--- src/hw/rtl/tsb_pkg.sv ---
`timescale 1ns / 1ps
// tsb_pkg: shared types and constants for the tilt-shift blur/blend block.
// Used by tsb_div and tilt_shift_blur_blend_top; no dependencies.
package tsb_pkg;

  localparam int DIV_W = 32;
  localparam int DVS_W = 13;

  localparam logic [2:0] CFG_IMAGE_WIDTH  = 3'd0;
  localparam logic [2:0] CFG_IMAGE_HEIGHT = 3'd1;
  localparam logic [2:0] CFG_BAND_TOP     = 3'd2;
  localparam logic [2:0] CFG_BAND_BOTTOM  = 3'd3;
  localparam logic [2:0] CFG_DECAY        = 3'd4;

  typedef struct packed {
    logic             start;
    logic [DIV_W-1:0] dividend;
    logic [DVS_W-1:0] divisor;
  } div_req_t;

  typedef struct packed {
    logic             busy;
    logic             done;
    logic [DIV_W-1:0] quotient;
  } div_rsp_t;

endpackage

--- src/hw/rtl/tsb_div.sv ---
`timescale 1ns / 1ps
// tsb_div: restoring unsigned divider, one quotient bit per cycle.
// Depends on tsb_pkg.
module tsb_div (
  input  logic              clk,
  input  logic              rst_n,
  input  tsb_pkg::div_req_t req,
  output tsb_pkg::div_rsp_t rsp
);

  localparam int CNT_W = $clog2(tsb_pkg::DIV_W + 1);

  logic [CNT_W-1:0]          cnt_r, cnt_nxt;
  logic                      busy_r, busy_nxt;
  logic                      done_r, done_nxt;
  logic [tsb_pkg::DIV_W-1:0] quo_r, quo_nxt;
  logic [tsb_pkg::DVS_W-1:0] rem_r, rem_nxt;
  logic [tsb_pkg::DVS_W-1:0] dvs_r, dvs_nxt;

  always_comb begin
    logic [tsb_pkg::DVS_W:0] rem_sh;
    logic                    qbit;
    rem_sh   = {rem_r, quo_r[tsb_pkg::DIV_W-1]};
    qbit     = (rem_sh >= {1'b0, dvs_r});
    cnt_nxt  = cnt_r;
    busy_nxt = busy_r;
    done_nxt = 1'b0;
    quo_nxt  = quo_r;
    rem_nxt  = rem_r;
    dvs_nxt  = dvs_r;
    if (req.start) begin
      cnt_nxt  = CNT_W'(tsb_pkg::DIV_W);
      busy_nxt = 1'b1;
      quo_nxt  = req.dividend;
      rem_nxt  = '0;
      dvs_nxt  = req.divisor;
    end else if (busy_r) begin
      rem_nxt = qbit ? tsb_pkg::DVS_W'(rem_sh - {1'b0, dvs_r}) : rem_sh[tsb_pkg::DVS_W-1:0];
      quo_nxt = {quo_r[tsb_pkg::DIV_W-2:0], qbit};
      cnt_nxt = cnt_r - 1'b1;
      if (cnt_r == CNT_W'(1)) begin
        busy_nxt = 1'b0;
        done_nxt = 1'b1;
      end
    end
  end

  always_ff @(posedge clk) begin
    if (!rst_n) begin
      cnt_r  <= '0;
      busy_r <= 1'b0;
      done_r <= 1'b0;
    end else begin
      cnt_r  <= cnt_nxt;
      busy_r <= busy_nxt;
      done_r <= done_nxt;
    end
    quo_r <= quo_nxt;
    rem_r <= rem_nxt;
    dvs_r <= dvs_nxt;
  end

  assign rsp.busy     = busy_r;
  assign rsp.done     = done_r;
  assign rsp.quotient = quo_r;

endmodule

--- config.mk ---
export PLATFORM = sky130hd
export DESIGN_NAME = tsb_div
export DESIGN_NICKNAME = d
export VERILOG_FILES = /design/src/hw/rtl/tsb_pkg.sv /design/src/hw/rtl/tsb_div.sv
export SDC_FILE = /design/constraint.sdc
export NUM_CORES = 1
export LEC_CHECK = 0
export BUFFER_PORTS_ARGS = -buffer_cell sky130_fd_sc_hd__buf_2
export CAP_MARGIN = 20
export CORE_MARGIN = 2
export CORE_UTILIZATION = 35
export DETAILED_ROUTE_END_ITERATION = 16
export GPL_TIMING_DRIVEN = 1
export RECOVER_POWER = 25
export SYNTH_ARGS = -nofsm -noshare
export SYNTH_HDL_FRONTEND = slang
export SYNTH_SLANG_ARGS = --single-unit
--- constraint.sdc ---
create_clock -name clk -period 3.07 [get_ports clk]
set_input_delay 0.4605 -clock clk [delete_from_list [all_inputs] [get_ports clk]]
set_output_delay 0.4605 -clock clk [all_outputs]
set_load 0.02 [all_outputs]
Yosys cells after proc, flatten, opt, wreduce, memory -nomap -nowiden
Index checks and enable logic that the tools add are counted.
- bits in registers: 66
- word-level logic and storage cells: 25
- ROM bits: 0
- input bits: 48
- output and inout bits: 34
- memories: 0
- bits in writable memories: 0
- bits in latches: 0
- add/subtract/negate cells: 2
- eq/ne operators: 1
- bitwise gates (word level): 2
- mux-type cells: 9
- $lt $le $gt $ge: 1
- shift operators: 0
- multipliers: 0
- reduce and logical (&&, ||, !) cells: 3
- divide/modulo/power cells: 0
- operator list (operator ; number):
    $mux W32 ; 2
    $ge A14 B13 Y1 ; 1
    $mux W13 ; 1
    $sub A13 B13 Y13 ; 1
    $mux W6 ; 2
    $eq A6 B1 Y1 const B ; 1
    $sub A6 B1 Y6 const B ; 1
    $mux W1 ; 4
    $reduce_or A3 Y1 ; 1
    $not A1 Y1 ; 2
    $reduce_bool A2 Y1 ; 1
    $reduce_or A2 Y1 ; 1

Logic depth before layout (Yosys ltp)
Gate-level depths: netlist of run 1.
- word-level depth: 4
- gate-level depth with buffers: 11
- mapped depth without buffers: 10

Least setup slack after synthesis of run 1
OpenSTA, ideal clock, no wires.
- path kind: flip-flop to flip-flop
- from: register quo_r[31] (netlist name)
- to: register quo_r[0] (netlist name) (data pin)
- path slack: 0.468 ns
- setup time: 0.260 ns
- arrival time: 2.342 ns
- buffers on the path: 1
- stages on the path, launching flop included: 11
- period minus slack after synthesis: 2.602 ns
- required time: 2.810 ns
- cells stage by stage: edfxtp_1 > inv_1 > ha_1 > inv_1 > fa_1 > a211oi_1 > o211ai_2 > a41oi_2 > o21ai_4 > buf_8 > mux2_2
- cells in the longest elaborated chain, start to end: 3
- ends and longest elaborated chain (item ; line ; text):
    start, declared ; tsb_div.sv:16 ; logic [tsb_pkg::DIV_W-1:0] quo_r, quo_nxt;
    start signal, assigned ; tsb_div.sv:58 ; quo_r <= quo_nxt;
    $ge A14 B13 Y1 ; tsb_div.sv:24 ; qbit = (rem_sh >= {1'b0, dvs_r});
    $mux W32 ; tsb_div.sv:37 ; end else if (busy_r) begin
    $mux W32 ; tsb_div.sv:31 ; if (req.start) begin
    via quo_nxt, one bit ; tsb_div.sv:16 ;
The timed path passes the listed nets, and every way through them passes these cells. The select of a mux whose other input is x is not followed.
A chain may end at the register's enable or synchronous reset.

Worst setup path after layout of run 1
- from: register quo_r[31] (netlist name)
- to: register rem_r[5] (netlist name)
- cells in the longest elaborated chain, start to end: 2
- elaborated cells on any way between the ends: 3
- classes of those cells: add/sub (1); order compare (1); mux (1)
- ends and longest elaborated chain (item ; line ; text):
    $sub A13 B13 Y13 / $ge A14 B13 Y1 (equally long branches) ; tsb_div.sv:38, tsb_div.sv:24 ;
    $mux W13 (*) ; tsb_div.sv:38 ; rem_nxt = qbit ? tsb_pkg::DVS_W'(rem_sh - {1'b0, dvs_r}) : rem_sh[tsb_pkg::DVS_W-1:0];
    end signal, assigned ; tsb_div.sv:59 ; rem_r <= rem_nxt;
    end, declared ; tsb_div.sv:17 ; logic [tsb_pkg::DVS_W-1:0] rem_r, rem_nxt;
Mark *: on every way between the ends. The rest lies on a longest branch, timed or not.

==> impl_metrics.sql, run 1 <==
INSERT INTO impl_metrics (metric_group, metric, value, unit) VALUES
('status', 'result_of_the_run', 'finished clean', ''),
('grt', 'grt_use_total', '0.136', ''),
('grt', 'grt_remaining_overflow', '0', ''),
('clocking', 'cts_htree_levels', '3', ''),
('sta', 'max_freq', '393', 'MHz'),
('sta', 'post-route-period-util', '0.828', ''),
('synth', 'async_reset_ff_frac', '0', ''),
('sta', 'timing.final.hold_violations', '0', ''),
('setup_path', 'cpMaxStageDelayCell', 'fa_1', ''),
('synth', 'yosysWarnings', '0', ''),
('floorplan', 'core_area', '9640', 'µm²'),
('synth', 'synthesis.instances', '285', ''),
('clocking', 'cts_tree', 'yes', ''),
('sta', 'maxSlewViolCount', '0', ''),
('sta', 'setup_viol', '0', ''),
('setup_path', 'worstPathArrival', '2770', 'ps'),
('sta', 'rsz_0062_raised_after_global_routing', 'false', ''),
('routing', 'postRouteAntennaNets', '0', ''),
('clocking', 'insertion_delay', '340', 'ps'),
('synth', 'postSynthNetCount', '349', ''),
('floorplan', 'start_util', '0.354', ''),
('grt', 'grt_antenna_before_repair', '0', ''),
('floorplan', 'die_width', '103', 'µm'),
('floorplan', 'boundaryPins', '82', ''),
('clocking', 'post_cts.resized_instances', '0', ''),
('place', 'gp_routability_congestion', '0.810', ''),
('power_and_ir_drop', 'cellLeakagePower', '1.69', 'nW'),
('setup_path', 'critical_path_buf_inv_count', '2', ''),
('clocking', 'clockBufferDepth', '2', ''),
('synth', 'ys_types', '51', ''),
('sta', 'hold_ws', '293', 'ps'),
('setup_path', 'timing.critical_path.slowest_cell_delay', '410', 'ps'),
('finish', 'final_design_area_no_fill', '4090', 'µm²'),
('routing', 'drt_total_wl', '6880', 'µm'),
('routing', 'drt_first_pass_iters', '5', ''),
('routing', 'vias_per_cell', '4.79', ''),
('floorplan', 'die_y', '103', 'µm'),
('finish', 'layout.cells.most_common', 'buf_2', ''),
('power_and_ir_drop', 'vdd.ir_drop.worst', '0.271', 'mV'),
('hold_path', 'hold_path_class', 'primary input to flip-flop', ''),
('routing', 'detail_route.iter0.violations', '63', ''),
('finish', 'antenna_cells_inserted', '0', ''),
('synth', 'synth.yosys.seq_area_share', '0.519', ''),
('sta', 'fin_worst_skew', '8.10', 'ps'),
('synth', 'ys.flop_type', 'edfxtp_1', ''),
('routing', 'via_count', '2421', ''),
('clocking', 'cts_buffers', '9', ''),
('grt', 'maximum_number_of_pins_on_one_net_before_global_route_repair', '59', ''),
('finish', 'final_core_util', '0.424', ''),
('place', 'dpl_cell_area', '3930', 'µm²'),
('setup_path', 'path_class', 'flip-flop to flip-flop', ''),
('run', 'maxCapViolCount', '0', ''),
('grt', 'grt_first_pass_wirelength', '11000', 'µm'),
('synth', 'synthesis.area_per_instance', '12.0', 'µm²'),
('grt', 'number_of_global_route_vias_before_repair', '2298', ''),
('power_and_ir_drop', 'power_per_cell_area', '563', 'nW/µm²'),
('finish', 'final_cells', '505', ''),
('setup_path', 'critPathRequiredTime', '3290', 'ps'),
('setup_path', 'endpoint_kind', 'flip-flop', ''),
('finish', 'design.final.nets', '431', ''),
('sta', 'max_slew.worst_pin.slew', '1420', 'ps'),
('place', 'place.port_buffers', '81', ''),
('sta', 'finalCriticalPeriod', '2540', 'ps'),
('routing', 'drcViolationCount', '0', ''),
('sta', 'slew_headroom', '0.0536', ''),
('synth', 'netlist_area', '3420', 'µm²'),
('sta', 'setup_tns', '0', 'ps'),
('setup_path', 'path_cells', 'inv_1 > ha_1 > inv_1 > fa_1 > a211oi_1 > o211ai_2 > a41oi_2 > o21ai_4 > mux2i_1 > a211oi_1', ''),
('finish', 'syn_to_final_growth', '19.6', '%'),
('setup_path', 'critPathTopFamily', 'compound AO/OA/AOI/OAI gates', ''),
('floorplan', 'dieArea', '10600', 'µm²'),
('setup_path', 'critPathMaxFanout', '18', ''),
('routing', 'wl_per_cell', '13.6', 'µm'),
('synth', 'count_of_flip_flops_with_a_built_in_enable_after_synthesis', '45', ''),
('floorplan', 'placement_rows', '36', ''),
('synth', 'synth.ff_latch_count', '66', ''),
('clocking', 'cts.reportedPaths.clkPinSlew', '80', 'ps'),
('place', 'placed_cells', '489', ''),
('clocking', 'ctsRootBufferMaster', 'clkbuf_8', ''),
('clocking', 'clkSinkCount', '66', ''),
('setup_path', 'critical_path.startpoint_type', 'flip-flop', ''),
('finish', 'layout_common_cells', 'buf_2, edfxtp_1, mux2_2', ''),
('finish', 'drive_gt1_frac', '0.371', ''),
('clocking', 'hold_buffers', '0', ''),
('place', 'post-dp-hpwl', '4870', 'µm'),
('clocking', 'cts_setup_buffers', '0', '');
[where the power goes]
group | internal (mW) | leakage (nW) | total, mW | switching [mW]
Sequential | 1.05 | 0.622 | 1.09 | 0.0458
Combinational | 0.236 | 0.975 | 0.541 | 0.305
Clock | 0.300 | 0.0904 | 0.664 | 0.364
Total | 1.58 | 1.69 | 2.30 | 0.715
[stage by stage]
step	power (mW)	worst slack (ps)
5_1_grt	2.43	288
4_1_cts	2.33	533
2_1_floorplan	1.52	468
3_3_place_gp	1.65	581
6_report	2.30	529
3_5_place_dp	1.66	547
[sequential cells by signal (all words and copies together) (netlist names)]
name,flops
cnt_r,6
done_r,1
dvs_r,13
rem_r,13
quo_r,32
busy_r,1
[cells by family after synthesis]
logic type	Yosys count	share of synthesized area
adders and majority gates	16	0.0608
muxes	42	0.135
DFF	66	0.519
and+or+nand+nor	61	0.0843
buffers and inverters	34	0.0538
AOI/OAI and AO/OA	52	0.111
xor gates and xnor gates	14	0.0359
[metal layers]
metal	track usage	vias up	routed length [µm]
met1	0.172	1142	3070
met2	0.218	62	3280
met3	0.0590	6	466
met5	0	-	0
li1	-	1211	-
met4	0.0334	0	68
[path summary, 6_finish.rpt]
check	from	endpoint	slack, ps	cells past startpoint
max	quo_r[31]$_DFFE_PP_	rem_r[5]$_SDFFE_PP0P_	530	10
min	req[4]	dvs_r[4]$_DFFE_PP_	290	1
max reg2reg	quo_r[31]$_DFFE_PP_	rem_r[5]$_SDFFE_PP0P_	530	10
min reg2reg	cnt_r[1]$_SDFFE_PP0P_	cnt_r[1]$_SDFFE_PP0P_	500	2
[cell usage after synthesis (3+ instances only)]
cell | number | area share
edfxtp_1 | 45 | 0.40
a21o_1 | 4 | 0.0088
nor2_1 | 21 | 0.023
xnor2_1 | 9 | 0.023
a21oi_1 | 11 | 0.016
mux2_2 | 33 | 0.11
ha_1 | 15 | 0.055
inv_1 | 19 | 0.021
o211ai_1 | 3 | 0.0066
mux2i_1 | 9 | 0.026
buf_4 | 4 | 0.0088
xor2_1 | 5 | 0.013
o21ai_1 | 3 | 0.0044
clkbuf_1 | 3 | 0.0033
nand3_1 | 9 | 0.013
nand2b_1 | 4 | 0.0073
a211oi_1 | 10 | 0.022
a31oi_1 | 3 | 0.0055
nand2_1 | 14 | 0.015
dfxtp_1 | 21 | 0.12
nor3_1 | 4 | 0.0059
[final cells by class]
class,count,area (µm²)
Tap cell,133,166
Clock buffer,9,124
Inverter,21,78.8
Timing Repair Buffer,84,432
Fill cell,981,5550
Multi-Input combinational cell,185,1460
Clock inverter,7,52.6
Sequential cell,66,1770
No activity file was read; power rests on OpenSTA's default activity.
==> run 2, diff against run 1 <==
--- a/config.mk
+++ b/config.mk
@@ -5,6 +5,7 @@
 export SDC_FILE = /design/constraint.sdc
 export NUM_CORES = 1
 export LEC_CHECK = 0
+export ABC_AREA = 1
 export BUFFER_PORTS_ARGS = -buffer_cell sky130_fd_sc_hd__buf_2
 export CAP_MARGIN = 20
 export CORE_MARGIN = 2
==> constraint.sdc (replaced) <==
create_clock -name clk -period 2.3 [get_ports clk]
set_input_delay 0.345 -clock clk [delete_from_list [all_inputs] [get_ports clk]]
set_output_delay 0.345 -clock clk [all_outputs]
set_load 0.02 [all_outputs]
==> run 2 against run 1 <==
Clock-buffer cell count up 4. Flip-flop and latch count unchanged. Clock skew increased by 2.1 ps. Via count increased by 30%. Die area increased by 4.5%.
==> impl_metrics.sql, run 2 <==
INSERT INTO impl_metrics (metric_group, metric, value, unit) VALUES
('power_and_ir_drop', 'seq_power_share', '0.523', ''),
('clocking', 'cts_htree_levels', '3', ''),
('synth', 'count_of_flip_flops_with_a_built_in_enable_after_synthesis', '45', ''),
('sta', 'fin_worst_skew', '10.2', 'ps'),
('place', 'gp_routability_congestion', '0.895', ''),
('place', 'placed_cells', '671', ''),
('finish', 'syn_to_final_growth', '21.0', '%'),
('power_and_ir_drop', 'clockPowerShare', '0.311', ''),
('sta', 'hold_ws', '180', 'ps'),
('status', 'result_of_the_run', 'finished clean', ''),
('power_and_ir_drop', 'p_comb_frac', '0.166', ''),
('finish', 'design.final.nets', '613', ''),
('routing', 'drcViolationCount', '0', ''),
('finish', 'antenna_cells_inserted', '0', ''),
('routing', 'vias_per_cell', '4.58', ''),
('finish', 'fillerInstances', '1025', ''),
('finish', 'largestRegisters', 'quo_r x32, dvs_r x13, rem_r x13', ''),
('sta', 'timing.final.hold_violations', '0', ''),
('hold_path', 'min_from', 'req[10]', ''),
('power_and_ir_drop', 'switching_share', '0.282', ''),
('finish', 'layout.cells.most_common', 'nand2_1', ''),
('synth', 'post-synth-top-count-cell', 'nand2_1', ''),
('hold_path', 'min_delay_path_depth', '1', ''),
('sta', 'max_freq', '486', 'MHz'),
('sta', 'post-route-period-util', '0.895', ''),
('setup_path', 'critical_path.reg2reg.endpoint', 'quo_r[0]$_DFFE_PP_', ''),
('finish', 'largest-register', 'quo_r', ''),
('finish', 'final_cells', '687', ''),
('setup_path', 'endpoint_kind', 'flip-flop', ''),
('grt', 'maximum_number_of_pins_on_one_net_before_global_route_repair', '35', ''),
('synth', 'synthesis.instances', '460', ''),
('synth', 'synth_top_cell_area_share', '0.378', ''),
('routing', 'detail_route.iter0.violations', '139', ''),
('setup_path', 'critical_path.startpoint_type', 'flip-flop', ''),
('clocking', 'cts_buffers', '9', ''),
('sta', 'setup_tns', '0', 'ps'),
('floorplan', 'core_area', '9860', 'µm²'),
('place', 'dpl_cell_area', '4170', 'µm²'),
('setup_path', 'path_class', 'flip-flop to flip-flop', ''),
('synth', 'synth.cells.most_frequent', 'nand2_1, inv_1, edfxtp_1', ''),
('setup_path', 'worst_r2r_startpoint', 'quo_r[31]$_DFFE_PP_', ''),
('synth', 'synth.yosys.seq_area_share', '0.495', ''),
('synth', 'async_reset_ff_frac', '0', ''),
('synth', 'netlist_area', '3580', 'µm²'),
('power_and_ir_drop', 'power.switching', '0.767', 'mW'),
('routing', 'wl_per_cell', '12.1', 'µm'),
('clocking', 'cts_setup_buffers', '0', ''),
('clocking', 'clkSinkCount', '66', ''),
('setup_path', 'critPathMaxFanout', '14', ''),
('grt', 'grt_use_total', '0.158', ''),
('routing', 'via_count', '3144', ''),
('setup_path', 'critPathRequiredTime', '2390', 'ps'),
('setup_path', 'worstPathArrival', '2150', 'ps'),
('floorplan', 'dieArea', '11000', 'µm²'),
('clocking', 'cts.reportedPaths.clkPinSlew', '70', 'ps'),
('hold_path', 'hold-path-endpoint', 'dvs_r[10]$_DFFE_PP_', ''),
('hold_path', 'hold_path_class', 'primary input to flip-flop', ''),
('synth', 'ys_types', '30', ''),
('routing', 'drt_first_pass_iters', '4', ''),
('floorplan', 'die_width', '105', 'µm'),
('routing', 'postRouteAntennaNets', '0', ''),
('finish', 'number_of_flip_flops_under_the_largest_register_name', '32', ''),
('floorplan', 'boundaryPins', '82', ''),
('floorplan', 'die_y', '105', 'µm'),
('setup_path', 'depth_of_the_worst_register_to_register_path', '13', ''),
('run', 'maxCapViolCount', '0', ''),
('power_and_ir_drop', 'cellLeakagePower', '2.19', 'nW'),
('place', 'place.port_buffers', '81', ''),
('floorplan', 'start_util', '0.363', ''),
('power_and_ir_drop', 'power_per_cell_area', '628', 'nW/µm²'),
('sta', 'max_slew.worst_pin.slew', '813', 'ps'),
('clocking', 'insertion_delay', '340', 'ps'),
('synth', 'ys.flop_type', 'edfxtp_1', ''),
('clocking', 'ctsRootBufferMaster', 'clkbuf_8', ''),
('power_and_ir_drop', 'vdd.ir_drop.worst', '0.372', 'mV'),
('sta', 'rsz_0062_raised_after_global_routing', 'false', ''),
('synth', 'synth.ff_latch_count', '66', ''),
('finish', 'drive_gt1_frac', '0.193', ''),
('synth', 'synthesis.area_per_instance', '7.78', 'µm²'),
('grt', 'grt_antenna_before_repair', '0', ''),
('clocking', 'clockBufferDepth', '2', ''),
('power_and_ir_drop', 'power', '2.72', 'mW'),
('synth', 'synthDominantAreaCellType', 'edfxtp_1', ''),
('grt', 'grt_remaining_overflow', '0', ''),
('sta', 'finalCriticalPeriod', '2060', 'ps'),
('grt', 'number_of_global_route_vias_before_repair', '3087', ''),
('finish', 'final_design_area_no_fill', '4330', 'µm²'),
('grt', 'grt_first_pass_wirelength', '14000', 'µm'),
('synth', 'yosysWarnings', '0', ''),
('clocking', 'cts_tree', 'yes', ''),
('sta', 'setup_viol', '0', ''),
('power_and_ir_drop', 'internal-power', '1.95', 'mW'),
('synth', 'postSynthNetCount', '524', ''),
('sta', 'maxSlewViolCount', '0', ''),
('routing', 'drt_total_wl', '8300', 'µm'),
('place', 'post-dp-hpwl', '6230', 'µm'),
('finish', 'layout_common_cells', 'nand2_1, buf_2, inv_1', ''),
('floorplan', 'placement_rows', '36', ''),
('synth', 'yosys-top-cells-area', 'edfxtp_1, nand2_1, dfxtp_1, inv_1, ha_1', ''),
('sta', 'slew_headroom', '0.458', ''),
('setup_path', 'timing.reg2reg.setup_slack', '240', 'ps');
==> run 2: changes by cell type in the layout (fill, tap and decap cells not counted), moves of 6 or more <==
| cell | before | now |
|---|---|---|
| nand2_1 | 14 | 198 |
| inv_1 | 19 | 60 |
| mux2_2 | 33 | 0 |
| nand3_1 | 9 | 23 |
| nor2_1 | 21 | 35 |
| a211oi_1 | 10 | 1 |
| mux2i_1 | 9 | 0 |
| nand4_1 | 0 | 9 |
| clkbuf_1 | 3 | 10 |
| xnor2_1 | 9 | 2 |
| a21oi_1 | 11 | 5 |
| buf_4 | 0 | 6 |
==> run 2: area by class of cell <==
| cell class | instances | area (µm²) | area share |
|---|---|---|---|
| Inverter | 62 | 233 | 0.0538 |
| Tap cell | 133 | 166 | 0.0385 |
| Clock inverter | 3 | 17.5 | 0.00405 |
| Sequential cell | 66 | 1770 | 0.409 |
| Multi-Input combinational cell | 320 | 1510 | 0.349 |
| Clock buffer | 13 | 149 | 0.0344 |
| Timing Repair Buffer | 90 | 478 | 0.110 |
==> run 2: logic make-up after synthesis <==
family	after synthesis	synth area share
fa+ha+maj	16	0.0581
buf+inv	74	0.0829
simple gates	282	0.325
flops	66	0.495
compound gates	17	0.0262
xor+xnor	5	0.0122
==> run 2: metal layers <==
| metal | up-vias | GRT usage | part of all wire |
|---|---|---|---|
| li1 | 1629 | - | - |
| met3 | 11 | 0.0611 | 0.079 |
| met1 | 1414 | 0.202 | 0.47 |
| met2 | 90 | 0.242 | 0.44 |
| met5 | - | 0 | 0 |
| met4 | 0 | 0.0552 | 0.013 |
==> run 2: critical path, cell delays in order, from the launching register on <==
cell and delay [ps]:
edfxtp_1 390, inv_2 70, ha_1 150, inv_1 70, fa_2 380, nand2_1 80
nand2_1 70, nand3_1 70, nand2_1 90, nand2_2 90, nand3_2 90, buf_6 170
nand2_1 60, nand2_1 40
==> run 2: stage by stage <==
step	utilization	setup slack (ps)
2_1_floorplan	-	105
5_1_grt	0.439	10.3
4_1_cts	0.439	134
6_report	0.439	243
3_3_place_gp	0.422	240
3_5_place_dp	0.422	150
==> run 2: power by group through the flow <==
| stage | combinational, mW | clock [mW] | sequential [mW] |
|---|---|---|---|
| finish | 0.451 | 0.845 | 1.42 |
| global route | 0.506 | 0.925 | 1.43 |
| CTS | 0.459 | 0.874 | 1.42 |
| detailed placement | 0.458 | 0 | 1.45 |
| global placement | 0.454 | 0 | 1.45 |
| floorplan | 0.215 | 0 | 1.52 |
==> run 2: worst max path at each step <==
stage	slack [ps]	to	from
global placement	240	quo_r[0]$_DFFE_PP_	quo_r[31]$_DFFE_PP_
floorplan	110	quo_r[0]$_DFFE_PP_	quo_r[31]$_DFFE_PP_
global route	10	rem_r[8]$_SDFFE_PP0P_	quo_r[31]$_DFFE_PP_
CTS	130	quo_r[0]$_DFFE_PP_	quo_r[31]$_DFFE_PP_
finish	240	quo_r[0]$_DFFE_PP_	quo_r[31]$_DFFE_PP_
detailed placement	150	quo_r[0]$_DFFE_PP_	quo_r[31]$_DFFE_PP_
==> run 2: repair_timing <==
item | 4_1_cts | 5_1_grt
hold buffers | 0 | 0
gates resized for setup | 0 | 3
setup endpoints to repair | 0 | 9
==> run 3, diff against run 2 <==
--- a/config.mk
+++ b/config.mk
@@ -8,6 +8,7 @@
 export ABC_AREA = 1
 export BUFFER_PORTS_ARGS = -buffer_cell sky130_fd_sc_hd__buf_2
 export CAP_MARGIN = 20
+export CORE_ASPECT_RATIO = 1.1
 export CORE_MARGIN = 2
 export CORE_UTILIZATION = 35
 export DETAILED_ROUTE_END_ITERATION = 16
==> run 3 against run 2 <==
Clock-buffer cell count decreased by 3. Clock skew decreased by 2.5 ps. Maximum frequency decreased by 3.3%. Non-clock buffer count unchanged. First-iteration DRC count increased by 13%. Sequential share of layout area decreased by 0.18 points. Utilization increased by 0.079 points. Register-to-register slack got worse by 70 ps. Power increased by 4.9%. Cell count decreased by 1.9%. Largest cell class unchanged.
==> impl_metrics.sql, run 3 (synthesized netlist as in run 2, its figures left out) <==
INSERT INTO impl_metrics (metric_group, metric, value, unit) VALUES
('floorplan', 'boundaryPins', '82', ''),
('sta', 'rsz_0062_raised_after_global_routing', 'false', ''),
('routing', 'detail_route.iter0.violations', '157', ''),
('sta', 'maxSlewViolCount', '0', ''),
('finish', 'layout.cells.most_common', 'nand2_1', ''),
('floorplan', 'dieArea', '11000', 'µm²'),
('setup_path', 'timing.critical_path.from', 'quo_r[31]$_DFFE_PP_', ''),
('place', 'dpl_cell_area', '4150', 'µm²'),
('routing', 'drt_total_wl', '8280', 'µm'),
('power_and_ir_drop', 'p_comb_frac', '0.159', ''),
('setup_path', 'critical_path.reg2reg.endpoint', 'quo_r[0]$_DFFE_PP_', ''),
('routing', 'postRouteAntennaNets', '0', ''),
('routing', 'wl_per_cell', '12.3', 'µm'),
('finish', 'design.final.nets', '613', ''),
('finish', 'largest-register', 'quo_r', ''),
('finish', 'number_of_flip_flops_under_the_largest_register_name', '32', ''),
('sta', 'post-route-period-util', '0.925', ''),
('clocking', 'cts.reportedPaths.clkPinSlew', '80', 'ps'),
('setup_path', 'worstPathArrival', '2220', 'ps'),
('power_and_ir_drop', 'switching_share', '0.286', ''),
('floorplan', 'die_y', '110', 'µm'),
('floorplan', 'placement_rows', '38', ''),
('floorplan', 'core_area', '9890', 'µm²'),
('routing', 'drcViolationCount', '0', ''),
('clocking', 'ctsRootBufferMaster', 'clkbuf_8', ''),
('finish', 'largestRegisters', 'quo_r x32, dvs_r x13, rem_r x13', ''),
('routing', 'vias_per_cell', '4.62', ''),
('grt', 'grt_first_pass_wirelength', '14000', 'µm'),
('run', 'maxCapViolCount', '0', ''),
('floorplan', 'start_util', '0.362', ''),
('routing', 'via_count', '3112', ''),
('sta', 'setup_tns', '0', 'ps'),
('clocking', 'insertion_delay', '340', 'ps'),
('clocking', 'cts_buffers', '9', ''),
('power_and_ir_drop', 'cellLeakagePower', '2.21', 'nW'),
('setup_path', 'critPathRequiredTime', '2390', 'ps'),
('grt', 'grt_remaining_overflow', '0', ''),
('sta', 'timing.final.hold_violations', '0', ''),
('sta', 'finalCriticalPeriod', '2130', 'ps'),
('power_and_ir_drop', 'vdd.ir_drop.worst', '0.377', 'mV'),
('finish', 'final_design_area_no_fill', '4350', 'µm²'),
('power_and_ir_drop', 'power', '2.85', 'mW'),
('clocking', 'cts_tree', 'yes', ''),
('clocking', 'clockBufferDepth', '2', ''),
('power_and_ir_drop', 'power_per_cell_area', '656', 'nW/µm²'),
('clocking', 'hold_buffers', '0', ''),
('grt', 'maximum_number_of_pins_on_one_net_before_global_route_repair', '37', ''),
('clocking', 'cts_htree_levels', '3', ''),
('setup_path', 'worst_r2r_startpoint', 'quo_r[31]$_DFFE_PP_', ''),
('power_and_ir_drop', 'clockPowerShare', '0.342', ''),
('place', 'dpl_worst_slack', '87.8', 'ps'),
('finish', 'syn_to_final_growth', '21.5', '%'),
('place', 'gp_routability_congestion', '0.927', ''),
('finish', 'layout_common_cells', 'nand2_1, buf_2, inv_1', ''),
('sta', 'max_slew.worst_pin.slew', '951', 'ps'),
('setup_path', 'depth_of_the_worst_register_to_register_path', '13', ''),
('setup_path', 'endpoint_kind', 'flip-flop', ''),
('power_and_ir_drop', 'power.switching', '0.815', 'mW'),
('setup_path', 'timing.reg2reg.setup_slack', '170', 'ps'),
('hold_path', 'hold_path_class', 'primary input to flip-flop', ''),
('setup_path', 'critical_path.startpoint_type', 'flip-flop', ''),
('finish', 'drive_gt1_frac', '0.202', ''),
('grt', 'grt_antenna_before_repair', '0', ''),
('power_and_ir_drop', 'internal-power', '2.04', 'mW'),
('sta', 'setup_viol', '0', ''),
('setup_path', 'critPathMaxFanout', '16', ''),
('place', 'place.port_buffers', '81', ''),
('place', 'post-dp-hpwl', '6140', 'µm'),
('power_and_ir_drop', 'seq_power_share', '0.499', ''),
('hold_path', 'hold-path-endpoint', 'dvs_r[10]$_DFFE_PP_', ''),
('sta', 'postLayoutSetupSlackWorst', '173', 'ps'),
('grt', 'number_of_global_route_vias_before_repair', '3033', ''),
('floorplan', 'die_width', '100', 'µm'),
('setup_path', 'path_class', 'flip-flop to flip-flop', ''),
('sta', 'fin_worst_skew', '7.67', 'ps'),
('sta', 'max_freq', '470', 'MHz'),
('routing', 'drt_first_pass_iters', '4', ''),
('hold_path', 'min_delay_path_depth', '1', ''),
('status', 'result_of_the_run', 'finished clean', ''),
('clocking', 'clkSinkCount', '66', ''),
('sta', 'slew_headroom', '0.366', ''),
('hold_path', 'min_from', 'req[10]', ''),
('grt', 'grt_use_total', '0.161', ''),
('finish', 'antenna_cells_inserted', '0', '');
## run 3: cell count changes in the layout (fill, tap and decap cells not counted), sizes merged
cell,previous run,this run
clkbuf,20,14
buf,83,86
bufinv,0,1
clkinv,3,4
clkinvlp,1,2
## run 3: how the worst max path moves through the flow
stage,endpoint,slack (ps),depth (start not counted)
after floorplan,quo_r[0]$_DFFE_PP_,110,13
after global placement,quo_r[0]$_DFFE_PP_,180,13
after detailed placement,quo_r[0]$_DFFE_PP_,90,13
after CTS,quo_r[0]$_DFFE_PP_,70,13
after global routing,rem_r[8]$_SDFFE_PP0P_,3,15
final,quo_r[0]$_DFFE_PP_,170,13
## run 3: what timing repair did
| action | 4_1_cts | 5_1_grt |
|---|---|---|
| setup buffers | 0 | 0 |
| setup endpoints to repair | 0 | 8 |
| resized for setup | 0 | 2 |
## run 3: power groups by stage
stage	sequential (mW)	combinational, mW	clock [mW]
floorplan	1.52	0.215	0
global placement	1.45	0.454	0
detailed placement	1.45	0.457	0
CTS	1.42	0.458	1.01
global route	1.44	0.509	1.06
finish	1.42	0.453	0.976
## run 3: final cells by class
class | count | area [µm²]
Clock buffer | 10 | 128
Multi-Input combinational cell | 320 | 1520
Timing Repair Buffer | 90 | 477
Tap cell | 120 | 150
Sequential cell | 66 | 1770
Inverter | 62 | 233
Fill cell | 1038 | 5540
Clock inverter | 6 | 67.6
## run 3: worst max-delay path, cell delays in order, from the launching register on
cell and delay (ps):
edfxtp_1 390, inv_1 90, ha_1 140, inv_1 70, fa_2 370, nand2_1 80, nand2_1 60, nand3_1 60
nand2_1 80, nand2_2 100, nand3_4 120, buf_12 180, nand2_1 60, nand2_1 60
## run 3: per-stage QoR
stage	cells	hold slack, ps	util
floorplan	460	444	-
global placement	658	460	0.420
detailed placement	658	469	0.420
CTS	674	163	0.439
global route	674	159	0.439
finish	674	180	0.439
## run 3: routing by layer
layer	global-route usage	share of wire	vias to the layer above
li1	-	-	1630
met1	0.213	0.48	1386
met2	0.248	0.44	82
met3	0.0435	0.061	14
met4	0.0714	0.023	0
met5	0	0	-
